--- src/hdl/sidq_pkg.sv ---
package sidq_pkg;

    localparam int SIDQ_CAPACITY = 16;
    localparam int DATA_W        = 32;
    localparam int COUNT_OUT_W   = 5;

    typedef enum logic [2:0] {
        CMD_PUSH_FRONT = 3'd0,
        CMD_PUSH_BACK  = 3'd1,
        CMD_POP_FRONT  = 3'd2,
        CMD_POP_BACK   = 3'd3,
        CMD_DELETE     = 3'd4,
        CMD_INSERT     = 3'd5
    } cmd_t;

    // Where the forward pass starts
    typedef enum logic [1:0] {
        START_FRONT,
        START_LAST,
        START_END
    } start_t;

    // Which entry the pass stops on (removes, or opens a gap before)
    typedef enum logic [1:0] {
        MATCH_ALWAYS,
        MATCH_EQ,
        MATCH_GT
    } match_t;

    typedef enum logic [1:0] {
        ST_IDLE,
        ST_SCAN,
        ST_FINISH
    } state_t;

    typedef struct packed {
        logic   load;
        logic   mode_insert;
        match_t match_kind;
        start_t start_sel;
        logic   skip;
        logic   reject;
        logic   read_en;
        logic   finish;
    } ctrl_cmd_t;

    typedef struct packed {
        logic full;
        logic scan_done;
        logic pend_valid;
        logic out_free;
    } dp_status_t;

endpackage

--- src/hdl/sidq_ram.sv ---
module sidq_ram #(
    parameter int WIDTH = sidq_pkg::DATA_W,
    parameter int DEPTH = sidq_pkg::SIDQ_CAPACITY
) (
    input  logic                     clk,
    input  logic                     we,
    input  logic [$clog2(DEPTH)-1:0] waddr,
    input  logic [WIDTH-1:0]         wdata,
    input  logic                     re,
    input  logic [$clog2(DEPTH)-1:0] raddr,
    output logic [WIDTH-1:0]         rdata
);
    logic [WIDTH-1:0] mem [DEPTH];
    logic [WIDTH-1:0] rdata_reg;

    always_ff @(posedge clk)
    begin
        if (we)
        begin
            mem[waddr] <= wdata;
        end
        if (re)
        begin
            rdata_reg <= mem[raddr];
        end
    end

    assign rdata = rdata_reg;

endmodule

--- src/hdl/sidq_ctrl.sv ---
module sidq_ctrl (
    input  logic                   clk,
    input  logic                   rst_n,
    input  logic                   in_valid,
    output logic                   in_stall,
    input  logic [2:0]             cmd,
    input  sidq_pkg::dp_status_t   st,
    output sidq_pkg::ctrl_cmd_t    ctl
);
    import sidq_pkg::*;

    state_t state_reg;
    state_t state_next;

    always_ff @(posedge clk or negedge rst_n)
    begin
        if (!rst_n)
        begin
            state_reg <= ST_IDLE;
        end
        else
        begin
            state_reg <= state_next;
        end
    end

    always_comb
    begin
        state_next      = state_reg;
        ctl             = '0;
        ctl.match_kind  = MATCH_ALWAYS;
        ctl.start_sel   = START_FRONT;
        in_stall        = 1'b1;

        // decode the command beat; used only with load
        unique case (cmd)
            CMD_PUSH_FRONT:
            begin
                ctl.mode_insert = 1'b1;
                ctl.reject      = st.full;
            end
            CMD_PUSH_BACK:
            begin
                ctl.mode_insert = 1'b1;
                ctl.start_sel   = START_END;
                ctl.reject      = st.full;
            end
            CMD_POP_FRONT:
            begin
                ctl.mode_insert = 1'b0;
            end
            CMD_POP_BACK:
            begin
                ctl.start_sel = START_LAST;
            end
            CMD_DELETE:
            begin
                ctl.match_kind = MATCH_EQ;
            end
            CMD_INSERT:
            begin
                ctl.mode_insert = 1'b1;
                ctl.match_kind  = MATCH_GT;
                ctl.reject      = st.full;
            end
            default:
            begin
                ctl.skip = 1'b1;
            end
        endcase
        if (ctl.reject)
        begin
            ctl.skip = 1'b1;
        end

        unique case (state_reg)
            ST_IDLE:
            begin
                in_stall = 1'b0;
                if (in_valid)
                begin
                    ctl.load   = 1'b1;
                    state_next = ctl.skip ? ST_FINISH : ST_SCAN;
                end
            end
            ST_SCAN:
            begin
                ctl.read_en = !st.scan_done;
                if (st.scan_done && !st.pend_valid)
                begin
                    state_next = ST_FINISH;
                end
            end
            ST_FINISH:
            begin
                // hold until the output register can take the result
                if (st.out_free)
                begin
                    ctl.finish = 1'b1;
                    state_next = ST_IDLE;
                end
            end
            default:
            begin
                state_next = ST_IDLE;
            end
        endcase
    end

    a_finish_after_drain: assert property (@(posedge clk) disable iff (!rst_n)
        ctl.finish |-> !st.pend_valid)
        else $error("finish issued with a read still in flight");

    a_no_read_past_end: assert property (@(posedge clk) disable iff (!rst_n)
        ctl.read_en |-> !st.scan_done)
        else $error("read issued past the last entry");

    a_finish_needs_room: assert property (@(posedge clk) disable iff (!rst_n)
        ctl.finish |-> st.out_free)
        else $error("finish issued while the output register is occupied");

endmodule

--- src/hdl/sidq_dpath.sv ---
module sidq_dpath #(
    parameter int CAPACITY = sidq_pkg::SIDQ_CAPACITY
) (
    input  logic                                   clk,
    input  logic                                   rst_n,
    input  sidq_pkg::ctrl_cmd_t                    ctl,
    output sidq_pkg::dp_status_t                   st,
    input  logic signed [sidq_pkg::DATA_W-1:0]     data_value,
    output logic                                   out_valid,
    input  logic                                   out_stall,
    output logic signed [sidq_pkg::DATA_W-1:0]     result_value,
    output logic                                   found,
    output logic                                   full_error,
    output logic [sidq_pkg::COUNT_OUT_W-1:0]       entry_count
);
    import sidq_pkg::*;

    localparam int AW    = $clog2(CAPACITY);
    localparam int CNT_W = $clog2(CAPACITY + 1);
    localparam logic [CNT_W-1:0] CAP_CNT = CNT_W'(CAPACITY);

    logic [CNT_W-1:0]         count_reg, count_next;
    logic [CNT_W-1:0]         rd_idx_reg, rd_idx_next;
    logic                     pend_valid_reg, pend_valid_next;
    logic [AW-1:0]            pend_idx_reg, pend_idx_next;
    logic                     act_reg, act_next;
    logic [DATA_W-1:0]        hold_reg, hold_next;
    logic signed [DATA_W-1:0] value_reg;
    logic                     mode_insert_reg;
    match_t                   match_reg;
    logic                     skip_reg;
    logic                     reject_reg;

    logic                     out_valid_reg;
    logic signed [DATA_W-1:0] result_value_reg;
    logic                     found_reg;
    logic                     full_error_reg;
    logic [COUNT_OUT_W-1:0]   entry_count_reg;

    logic                     ram_we;
    logic [AW-1:0]            ram_waddr;
    logic [DATA_W-1:0]        ram_wdata;
    logic [DATA_W-1:0]        ram_rdata;
    logic                     hit;

    sidq_ram #(
        .WIDTH (DATA_W),
        .DEPTH (CAPACITY)
    ) u_store (
        .clk   (clk),
        .we    (ram_we),
        .waddr (ram_waddr),
        .wdata (ram_wdata),
        .re    (ctl.read_en),
        .raddr (rd_idx_reg[AW-1:0]),
        .rdata (ram_rdata)
    );

    always_comb
    begin
        case (match_reg)
            MATCH_EQ: hit = (ram_rdata == value_reg);
            MATCH_GT: hit = ($signed(ram_rdata) > value_reg);
            default:  hit = 1'b1;
        endcase
    end

    always_comb
    begin
        ram_we          = 1'b0;
        ram_waddr       = pend_idx_reg;
        ram_wdata       = ram_rdata;
        act_next        = act_reg;
        hold_next       = hold_reg;
        count_next      = count_reg;
        rd_idx_next     = rd_idx_reg;
        pend_valid_next = 1'b0;
        pend_idx_next   = pend_idx_reg;

        if (ctl.read_en)
        begin
            rd_idx_next     = rd_idx_reg + CNT_W'(1);
            pend_valid_next = 1'b1;
            pend_idx_next   = rd_idx_reg[AW-1:0];
        end

        if (pend_valid_reg)
        begin
            if (mode_insert_reg)
            begin
                // ripple the displaced entry one place toward the back
                if (act_reg)
                begin
                    ram_we    = 1'b1;
                    ram_wdata = hold_reg;
                    hold_next = ram_rdata;
                end
                else if (hit)
                begin
                    ram_we    = 1'b1;
                    ram_wdata = value_reg;
                    hold_next = ram_rdata;
                    act_next  = 1'b1;
                end
            end
            else
            begin
                // close the gap behind the removed entry
                if (act_reg)
                begin
                    ram_we    = 1'b1;
                    ram_waddr = pend_idx_reg - AW'(1);
                end
                else if (hit)
                begin
                    hold_next = ram_rdata;
                    act_next  = 1'b1;
                end
            end
        end

        if (ctl.finish && !skip_reg)
        begin
            if (mode_insert_reg)
            begin
                ram_we     = 1'b1;
                ram_waddr  = count_reg[AW-1:0];
                ram_wdata  = act_reg ? hold_reg : value_reg;
                count_next = count_reg + CNT_W'(1);
            end
            else if (act_reg)
            begin
                count_next = count_reg - CNT_W'(1);
            end
        end
    end

    always_ff @(posedge clk or negedge rst_n)
    begin
        if (!rst_n)
        begin
            count_reg      <= '0;
            rd_idx_reg     <= '0;
            pend_valid_reg <= 1'b0;
            act_reg        <= 1'b0;
            out_valid_reg  <= 1'b0;
        end
        else
        begin
            count_reg      <= count_next;
            pend_valid_reg <= pend_valid_next;
            if (ctl.load)
            begin
                act_reg <= 1'b0;
                unique case (ctl.start_sel)
                    START_LAST: rd_idx_reg <= (count_reg == '0) ? count_reg
                                                                 : count_reg - CNT_W'(1);
                    START_END:  rd_idx_reg <= count_reg;
                    default:    rd_idx_reg <= '0;
                endcase
            end
            else
            begin
                act_reg    <= act_next;
                rd_idx_reg <= rd_idx_next;
            end
            if (ctl.finish)
            begin
                out_valid_reg <= 1'b1;
            end
            else if (!out_stall)
            begin
                out_valid_reg <= 1'b0;
            end
        end
    end

    always_ff @(posedge clk)
    begin
        pend_idx_reg <= pend_idx_next;
        hold_reg     <= hold_next;
        if (ctl.load)
        begin
            value_reg       <= data_value;
            mode_insert_reg <= ctl.mode_insert;
            match_reg       <= ctl.match_kind;
            skip_reg        <= ctl.skip;
            reject_reg      <= ctl.reject;
        end
        if (ctl.finish)
        begin
            found_reg        <= !mode_insert_reg && act_reg;
            result_value_reg <= (!mode_insert_reg && act_reg) ? $signed(hold_reg) : '0;
            full_error_reg   <= reject_reg;
            entry_count_reg  <= COUNT_OUT_W'(count_next);
        end
    end

    always_comb
    begin
        st.full       = (count_reg == CAP_CNT);
        st.scan_done  = (rd_idx_reg >= count_reg);
        st.pend_valid = pend_valid_reg;
        st.out_free   = !out_valid_reg || !out_stall;
    end

    assign out_valid    = out_valid_reg;
    assign result_value = result_value_reg;
    assign found        = found_reg;
    assign full_error   = full_error_reg;
    assign entry_count  = entry_count_reg;

    a_count_bound: assert property (@(posedge clk) disable iff (!rst_n)
        count_reg <= CAP_CNT)
        else $error("entry count above capacity");

    a_write_in_range: assert property (@(posedge clk) disable iff (!rst_n)
        (ram_we && mode_insert_reg) |-> (count_reg < CAP_CNT))
        else $error("insert write while store full");

    a_remove_shrinks: assert property (@(posedge clk) disable iff (!rst_n)
        (ctl.finish && !skip_reg && !mode_insert_reg && act_reg)
        |=> (count_reg == $past(count_reg) - CNT_W'(1)))
        else $error("removal did not drop the count");

    a_insert_grows: assert property (@(posedge clk) disable iff (!rst_n)
        (ctl.finish && !skip_reg && mode_insert_reg)
        |=> (count_reg == $past(count_reg) + CNT_W'(1)))
        else $error("insert did not raise the count");

endmodule

--- src/hdl/sorted_insert_deque_unit.sv ---
// Channel  Handshake            Payload
// -------  -------------------  ----------------------------------------------
// in       in_valid / in_stall  cmd, data_value
// out      out_valid/ out_stall result_value, found, full_error, entry_count
//
// One command beat in, one result beat out. A command that walks a non-empty store
// is accepted, reads each entry from the RAM in turn, waits while the last read returns
// and its write lands, then finishes. Pop back reads one entry; push back and any walk
// of an empty store read none; rejected pushes and unused codes go straight to finish.
// The scan issues one RAM read per cycle.
// Reset clears the count and the control; entries need no clearing pass.
// A stalled result waits in the output register; the next command is taken
// meanwhile and holds in its finish step until that register frees.
module sorted_insert_deque_unit #(
    parameter int CAPACITY = sidq_pkg::SIDQ_CAPACITY
) (
    input  logic                                clk,
    input  logic                                rst_n,
    input  logic                                in_valid,
    output logic                                in_stall,
    input  logic [2:0]                          cmd,
    input  logic signed [sidq_pkg::DATA_W-1:0]  data_value,
    output logic                                out_valid,
    input  logic                                out_stall,
    output logic signed [sidq_pkg::DATA_W-1:0]  result_value,
    output logic                                found,
    output logic                                full_error,
    output logic [sidq_pkg::COUNT_OUT_W-1:0]    entry_count
);
    import sidq_pkg::*;

    ctrl_cmd_t  ctl;
    dp_status_t st;

    sidq_ctrl u_ctrl (
        .clk      (clk),
        .rst_n    (rst_n),
        .in_valid (in_valid),
        .in_stall (in_stall),
        .cmd      (cmd),
        .st       (st),
        .ctl      (ctl)
    );

    sidq_dpath #(
        .CAPACITY (CAPACITY)
    ) u_dpath (
        .clk          (clk),
        .rst_n        (rst_n),
        .ctl          (ctl),
        .st           (st),
        .data_value   (data_value),
        .out_valid    (out_valid),
        .out_stall    (out_stall),
        .result_value (result_value),
        .found        (found),
        .full_error   (full_error),
        .entry_count  (entry_count)
    );

endmodule
--- config.mk ---
export PLATFORM = sky130hd
export DESIGN_NAME = sorted_insert_deque_unit
export DESIGN_NICKNAME = d
export VERILOG_FILES = /design/src/hdl/sidq_pkg.sv /design/src/hdl/sidq_ram.sv /design/src/hdl/sidq_ctrl.sv /design/src/hdl/sidq_dpath.sv /design/src/hdl/sorted_insert_deque_unit.sv
export SDC_FILE = /design/constraint.sdc
export NUM_CORES = 1
export LEC_CHECK = 0
export BUFFER_PORTS_ARGS = -buffer_cell sky130_fd_sc_hd__buf_4
export CAP_MARGIN = 20
export CORE_ASPECT_RATIO = 1.4
export CORE_MARGIN = 4
export CORE_UTILIZATION = 56
export CTS_CLUSTER_SIZE = 28
export DETAILED_ROUTE_END_ITERATION = 16
export HOLD_SLACK_MARGIN = 0.08
export PLACE_DENSITY_LB_ADDON = 0.08
export RECOVER_POWER = 100
export SLEW_MARGIN = 20
export SYNTH_ARGS = -nofsm -noshare
export SYNTH_HDL_FRONTEND = slang
export SYNTH_HIERARCHICAL = 1
export SYNTH_SLANG_ARGS = --single-unit
--- constraint.sdc ---
create_clock -name clk -period 6.08 [get_ports clk]
set_input_delay 0.912 -clock clk [delete_from_list [all_inputs] [get_ports clk]]
set_output_delay 0.912 -clock clk [all_outputs]
set_load 0.02 [all_outputs]
# After elaboration in Yosys (flattened, before gate mapping)
# Memories as Yosys holds them, arrays and structs flattened. A register that Yosys moved wholly into a read port is not among the register bits.
# Cells that the tools add are included.
word_totals:
  register_bits: 127
  latch_bits: 0
  ramBits: 512
  mem_bits_ro: 0
  inputBits: 39
  output_inout_bits: 41
  wordCells: 116
  mem_count: 1
op_classes:
  add_sub_neg: 4
  n_mul: 0
  n_div: 0
  magnitude_cmp: 2
  eq_ne: 18
  n_shift: 0
  mux: 55
  bitwise: 0
  reduce_logical: 19
mem_list:
  columns: ["memory", "depth", "word_bits", "rd", "rd_clocked_by_memory_dff", "write_ports", "line", "rtl"]
  rows:
  - ["u_dpath.u_store.mem", 16, 32, 1, 1, 1, "sidq_ram.sv:13", "logic [WIDTH-1:0] mem [DEPTH];"]
ops:
  columns: ["op", "count"]
  rows:
  - ["two-way mux 32 bit", 11]
  - ["== test 32 bit", 1]
  - ["greater-than comparator 32 bit", 1]
  - ["two-way mux 5 bit", 6]
  - ["two-way mux 1 bit", 24]
  - ["two-way mux 4 bit", 5]
  - ["adder 5 x 1 -> 5 bit, second input constant", 2]
  - ["case mux 5 bit (2 select lines)", 1]
  - ["two-way mux 2 bit", 4]
  - ["case mux 2 bit (2 select lines)", 2]
  - ["== test 2 x 1 -> 1 bit, second input constant", 3]
  - ["== test 2 bit, second input constant", 3]
  - ["== test 3 x 2 -> 1 bit, second input constant", 2]
  - ["== test 3 bit, second input constant", 2]
  - ["logical NOT 1 bit", 6]
  - ["inequality test 2 bit, second input constant", 3]
  - ["case mux 2 bit (3 select lines)", 1]
  - ["OR reduction 6 bit", 1]
  - ["== test 5 bit, second input constant", 1]
  - ["greater-or-equal comparator 5 bit", 1]
  - ["logical NOT 5 bit", 1]
  - ["subtractor 5 x 1 -> 5 bit, second input constant", 1]
  - ["inequality test 2 x 1 -> 1 bit, second input constant", 2]
  - ["nonzero test 2 bit", 2]
  - ["other kinds (10)", 12]

# Longest topological paths before layout
logic_depth:
  depth_word: 10
  depth_mapped: 13
  ltp_nobuf: 12

# Hierarchy
# The synthesis kept the hierarchy.
by_module_without_submodules:
  columns: ["module", "instances", "cells_per_inst", "area_each_um2", "seq_area_each_um2"]
  rows:
  - ["sidq_ram", 1, 838, 20155.6, 16335.7]
  - ["sidq_dpath", 1, 634, 7278.2, 3688.5]
  - ["sidq_ctrl", 1, 26, 205.2, 50.0]

# Worst setup path after synthesis
# No wires, ideal clock.
synth_timing:
  path_type: "input-to-reg"
  startpoint: "input out_stall"
  endpoint: "memory u_dpath/u_store/mem[0][0] (netlist bit), enable pin"
  setup_ns: 0.461
  arrival_time_ns: 5.962
  required_ns: 5.619
  path_slack_ns: -0.343
  stages: 9
  n_path_buf: 2
  cell_sequence: "nand2_1 -> and3b_1 -> nor2b_1 -> and2_1 -> clkbuf_1 -> clkbuf_1 -> o21ai_0 -> or3b_2 -> nor3_1"
synth_rtl:
  columns: ["item", "line", "rtl"]
  rows:
  - ["start: declaration", "sorted_insert_deque_unit.sv:24", "input logic out_stall,"]
  - ["end: declaration", "sidq_ram.sv:13", null]

# Worst setup path after layout
layout_timing:
  startpoint: "register u_dpath.u_store.rdata_reg[31] (netlist: u_dpath/u_store/rdata[31]) (read register of u_dpath.u_store.mem)"
  endpoint: "memory u_dpath/u_store/mem[13][27] (netlist bit), data pin"
layout_between:
  elab_chain_cells: 8
  word_cells_on_any_way: 9
  cone_classes: "order compare: 1; eq/ne: 1; mux: 7"
layout_rtl:
  columns: ["item", "line", "rtl"]
  rows:
  - ["start: declaration", "sidq_ram.sv:14", "logic [WIDTH-1:0] rdata_reg;"]
  - ["greater-than comparator 32 bit or == test 32 bit (tied branches)", "sidq_dpath.sv:63, sidq_dpath.sv:62", null]
  - ["case mux 1 bit (2 select lines) (*)", "sidq_dpath.sv:61", "case (match_reg)"]
  - ["two-way mux 32 bit (*)", "sidq_dpath.sv:98", "else if (hit)"]
  - ["two-way mux 32 bit (*)", "sidq_dpath.sv:92", "if (act_reg)"]
  - ["two-way mux 32 bit (*)", "sidq_dpath.sv:89", "if (mode_insert_reg)"]
  - ["two-way mux 32 bit (*)", "sidq_dpath.sv:87", "if (pend_valid_reg)"]
  - ["two-way mux 32 bit", "sidq_dpath.sv:124", "if (mode_insert_reg)"]
  - ["two-way mux 32 bit (*)", "sidq_dpath.sv:122", "if (ctl.finish && !skip_reg)"]
  - ["net u_dpath.ram_wdata[27]", "sidq_dpath.sv:42", "logic [DATA_W-1:0] ram_wdata;"]
# The timed path passes the listed nets; every way through them passes the cells marked *.

==> impl_results.md <==
* Most used cell, CP: a21oi_1
* Worst path slowest cell: a21o_1
* Violated checks: capacitance limit, slew limit
* CTS clk-pin slew, worst paths at roughly 0.07 ns
* Placed inst area at 29,200 sq um
* Initial antenna violation count at 0
* Final setup vio count at 0
* Clock skew at about 0.024 ns
* RSZ-0062 raised after global routing: false
* Hold WC Path Type: in -> async
* Mapped Area at between 20,000 and 30,000 sq um
* Routed WL per cell at between 20 and 30 um
* Placed cells at about 2.2k
* Fin crit share at 85.0%
* CTS max path bufs at 3
* Arr. time, crit path at between 5 and 6 ns
* Design Area, Final at between 30,000 and 40,000 sq um
* Root buffer cell: clkbuf_16
* Clock Latency Late Sink at roughly 0.64 ns
* CP peak stage delay at about 1.1 ns
* Total grt overflow at 0
* CP startpoint kind: flop
* Hold_buf cts at 0
* Storage cell area at approximately 20,000 sq um
* Share of post-route cells with drive strength above 1 at between 20% and 30%
* Buffers on Ports at slightly below 80
* Design Power at ~16 mW
* Die Y at about 270 um
* Core Box Area at approximately 49,000 sq um
* #FFs+latches synth at around 670
* TritonCTS clock tree: built
* Vias/cell at between 6 and 7
* Post-detailed-placement half-perimeter wirelength at around 38 mm
* Post-CTS Setup Inserts at 0
* Gate Count Post-Synth at approximately 1.5k
* Multi-input gate area at about 7000 sq um
* Largest net degree at the start of global routing at 68
* Status: finished, violations left
* Clock Sinks at 671
* Setup TNS Final at 0 ns
* Num CTS Buffers at roughly 60
* Vias in the first global route at about 15k
* Syn. warnings at 6
* Cell variety after synth at slightly above 60
* Antenna-violating nets left at 0
* DR pass1 iterations at 7
* Post-synth EDFFs at 656
* Area Growth Syn to Fin at 11.5%
* Crit path time final at 5.17 ns
* FP Rows at 96
* Largest register FFs at between 500 and 600
* First-pass GRT wire length at 93.8 mm
* Max-cap viol count at 7
* Highest clock rate at 193 MHz
* Post-Synthesis Net Count at roughly 1.6k
* Most used DFF post-synth: edfxtp_1
* Drt drc at 0
* Maximum vdd drop at around 0.0005 V
* Die width at between 150 and 200 um
* Largest reg by FF count: u_dpath/u_store/mem
* Htree depth at 2
* Dpl ws at between 1 and 1.5 ns
* Worst slew margin at -113%
* Die area at about 53,000 sq um
* Worst-path cell chain: ha_1 -> nand4_1 -> nor4_1 -> a21boi_0 -> and2b_1 -> o2bb2a_1 -> a21o_1 -> a21oi_1 -> a21oi_1 -> clkbuf_1
* Path type of the worst setup path: reg -> reg
* Worst Slack Setup Final at around 0.91 ns
* Initial drt markers at about 1.3k
* Setup crit end kind: flop
* Post-Route WL at between 60 and 70 mm
* Starting density of the core at 56.5%
* Slew @ Worst Pin at between 3 and 4 ns
* I/O pins at 80
* Fin. max-slew vios at 223
* Fraction of registers with async set/reset at 2.24%
* Total track usage at about a quarter
* Sequential area share after synthesis at just over 70%
* CP max FO at 32
* Mapped Avg Cell Area at 18.5 sq um
* CP required at 6.43 ns
* Filler cells at between 3k and 4k
* Fin nets at around 1.7k
* Hold Fails Final Rpt at 0
* PD cells at approximately 530 nW/um^2
* Placer Congestion at roughly 0.85
* Antenna cells at 0
* Post_cts resized at 0
* Vias at 14.4k
* P_leak at between 9 and 10 nW
* Layout Cells excl Fill at around 2.3k
## path summary, 6_finish.rpt
kind / from / end / slack [ns] / cells after the start
setup / recovery: u_dpath/u_store/rdata[31] / u_dpath/u_store/mem[13][27] / 0.91 / 10
hold / removal: rst_n / u_dpath/count_reg[2] / 0.40 / 1
setup reg to reg: u_dpath/u_store/rdata[31] / u_dpath/u_store/mem[13][27] / 0.91 / 10
hold reg to reg: u_dpath/reject_reg / u_dpath/full_error / 0.43 / 0
max in group asynchronous: rst_n / u_dpath/rd_idx_reg[1] / 4.98 / 1
min in group clk: u_dpath/reject_reg / u_dpath/full_error / 0.43 / 0
## stage by stage
stage               utilization [%]  hold WS, ns
floorplan                         -        0.400
global placement               59.7        0.406
detailed placement             59.8        0.420
CTS                            64.0        0.116
global route                   63.1        0.435
finish                         63.1        0.402
## layout make-up
cell class | count | area share [%]
Sequential cell | 671 | 65.1
Clock inverter | 49 | 1.54
Inverter | 49 | 0.597
Timing Repair Buffer | 130 | 2.26
Tap cell | 637 | 2.59
Clock buffer | 66 | 5.08
Multi-Input combinational cell | 694 | 22.8
## metal layers
layer / wire (um) / global-route usage, %
met1: 24900 / 31.1
met2: 32400 / 40.3
met3: 3520 / 4.37
met4: 1570 / 6.38
met5: 0 / 0
## cell usage in the layout, fill, tap and decap left out, types with 3 or more instances in the layout
cell / instances
xnor2_1: 7
nand4_1: 12
mux4_2: 128
xor2_1: 4
clkinv_2: 17
a22oi_1: 66
o21ai_0: 52
clkbuf_16: 62
clkinvlp_4: 7
nor3b_1: 5
mux2i_1: 3
nand3_1: 7
mux2_1: 29
dfrtp_1: 13
o32a_1: 30
nor2_4: 14
nor2b_1: 5
buf_4: 19
bufinv_16: 8
clkinv_1: 15
nand2b_1: 7
nand3b_1: 7
a21oi_2: 21
ha_1: 46
nor3_1: 9
and2_0: 24
clkbuf_2: 11
edfxtp_1: 656
nor4_1: 3
nand2_1: 54
nor2_1: 14
and2_1: 10
clkbuf_1: 78
a21o_1: 4
o31ai_1: 32
a21oi_1: 68
inv_1: 48
clkbuf_4: 23
## power by group
part | leakage (nW) | switching, mW | total, mW | internal (mW)
sequential | 6.18 | 0.495 | 7.48 | 6.99
clock | 0.992 | 1.70 | 3.90 | 2.21
combinational | 2.75 | 3.26 | 4.94 | 1.69
## worst max-delay path: cells and delay by family (launching register included)
| family | cells | cell delay [ns] |
|---|---|---|
| flip-flops | 1 | 0.43 |
| AO/OA/AOI/OAI | 5 | 2.34 |
| AND/OR/NAND/NOR | 3 | 1.16 |
| adder cells (fa/ha/maj) | 1 | 0.39 |
| buffers and inverters | 1 | 0.56 |
## cells in the mapped netlist (6+ instances only)
library cell	instances	area, sq um
clkbuf_1	48	180
mux4_2	128	2880
o21ai_0	52	260
o31ai_1	32	240
nand3_1	7	35.0
nor3_1	10	50.1
o32a_1	30	300
a21oi_1	88	440
and2_1	34	213
nand2_1	54	203
nor2_1	28	105
buf_2	10	50.1
buf_4	10	75.1
buf_1	13	48.8
xnor2_1	7	61.3
mux2_4	30	450
inv_1	48	180
a22oi_1	65	488
nor2b_1	6	37.5
dfrtp_1	15	375
nand2b_1	7	43.8
nand3b_1	7	52.6
nand4_1	11	68.8
edfxtp_1	656	19700
ha_1	46	576
## cells by family after synthesis
family                   after synthesis  synth area share [%]
AO/OA/AOI/OAI                        289                  6.95
XOR/XNOR                              11                 0.349
adder cells (fa/ha/maj)               46                  2.08
buffers and inverters                133                  2.16
flip-flops                           671                  72.6
multiplexers                         163                  12.2
AND/OR/NAND/NOR                      185                  3.58
No activity file was read; power rests on OpenSTA's default activity.
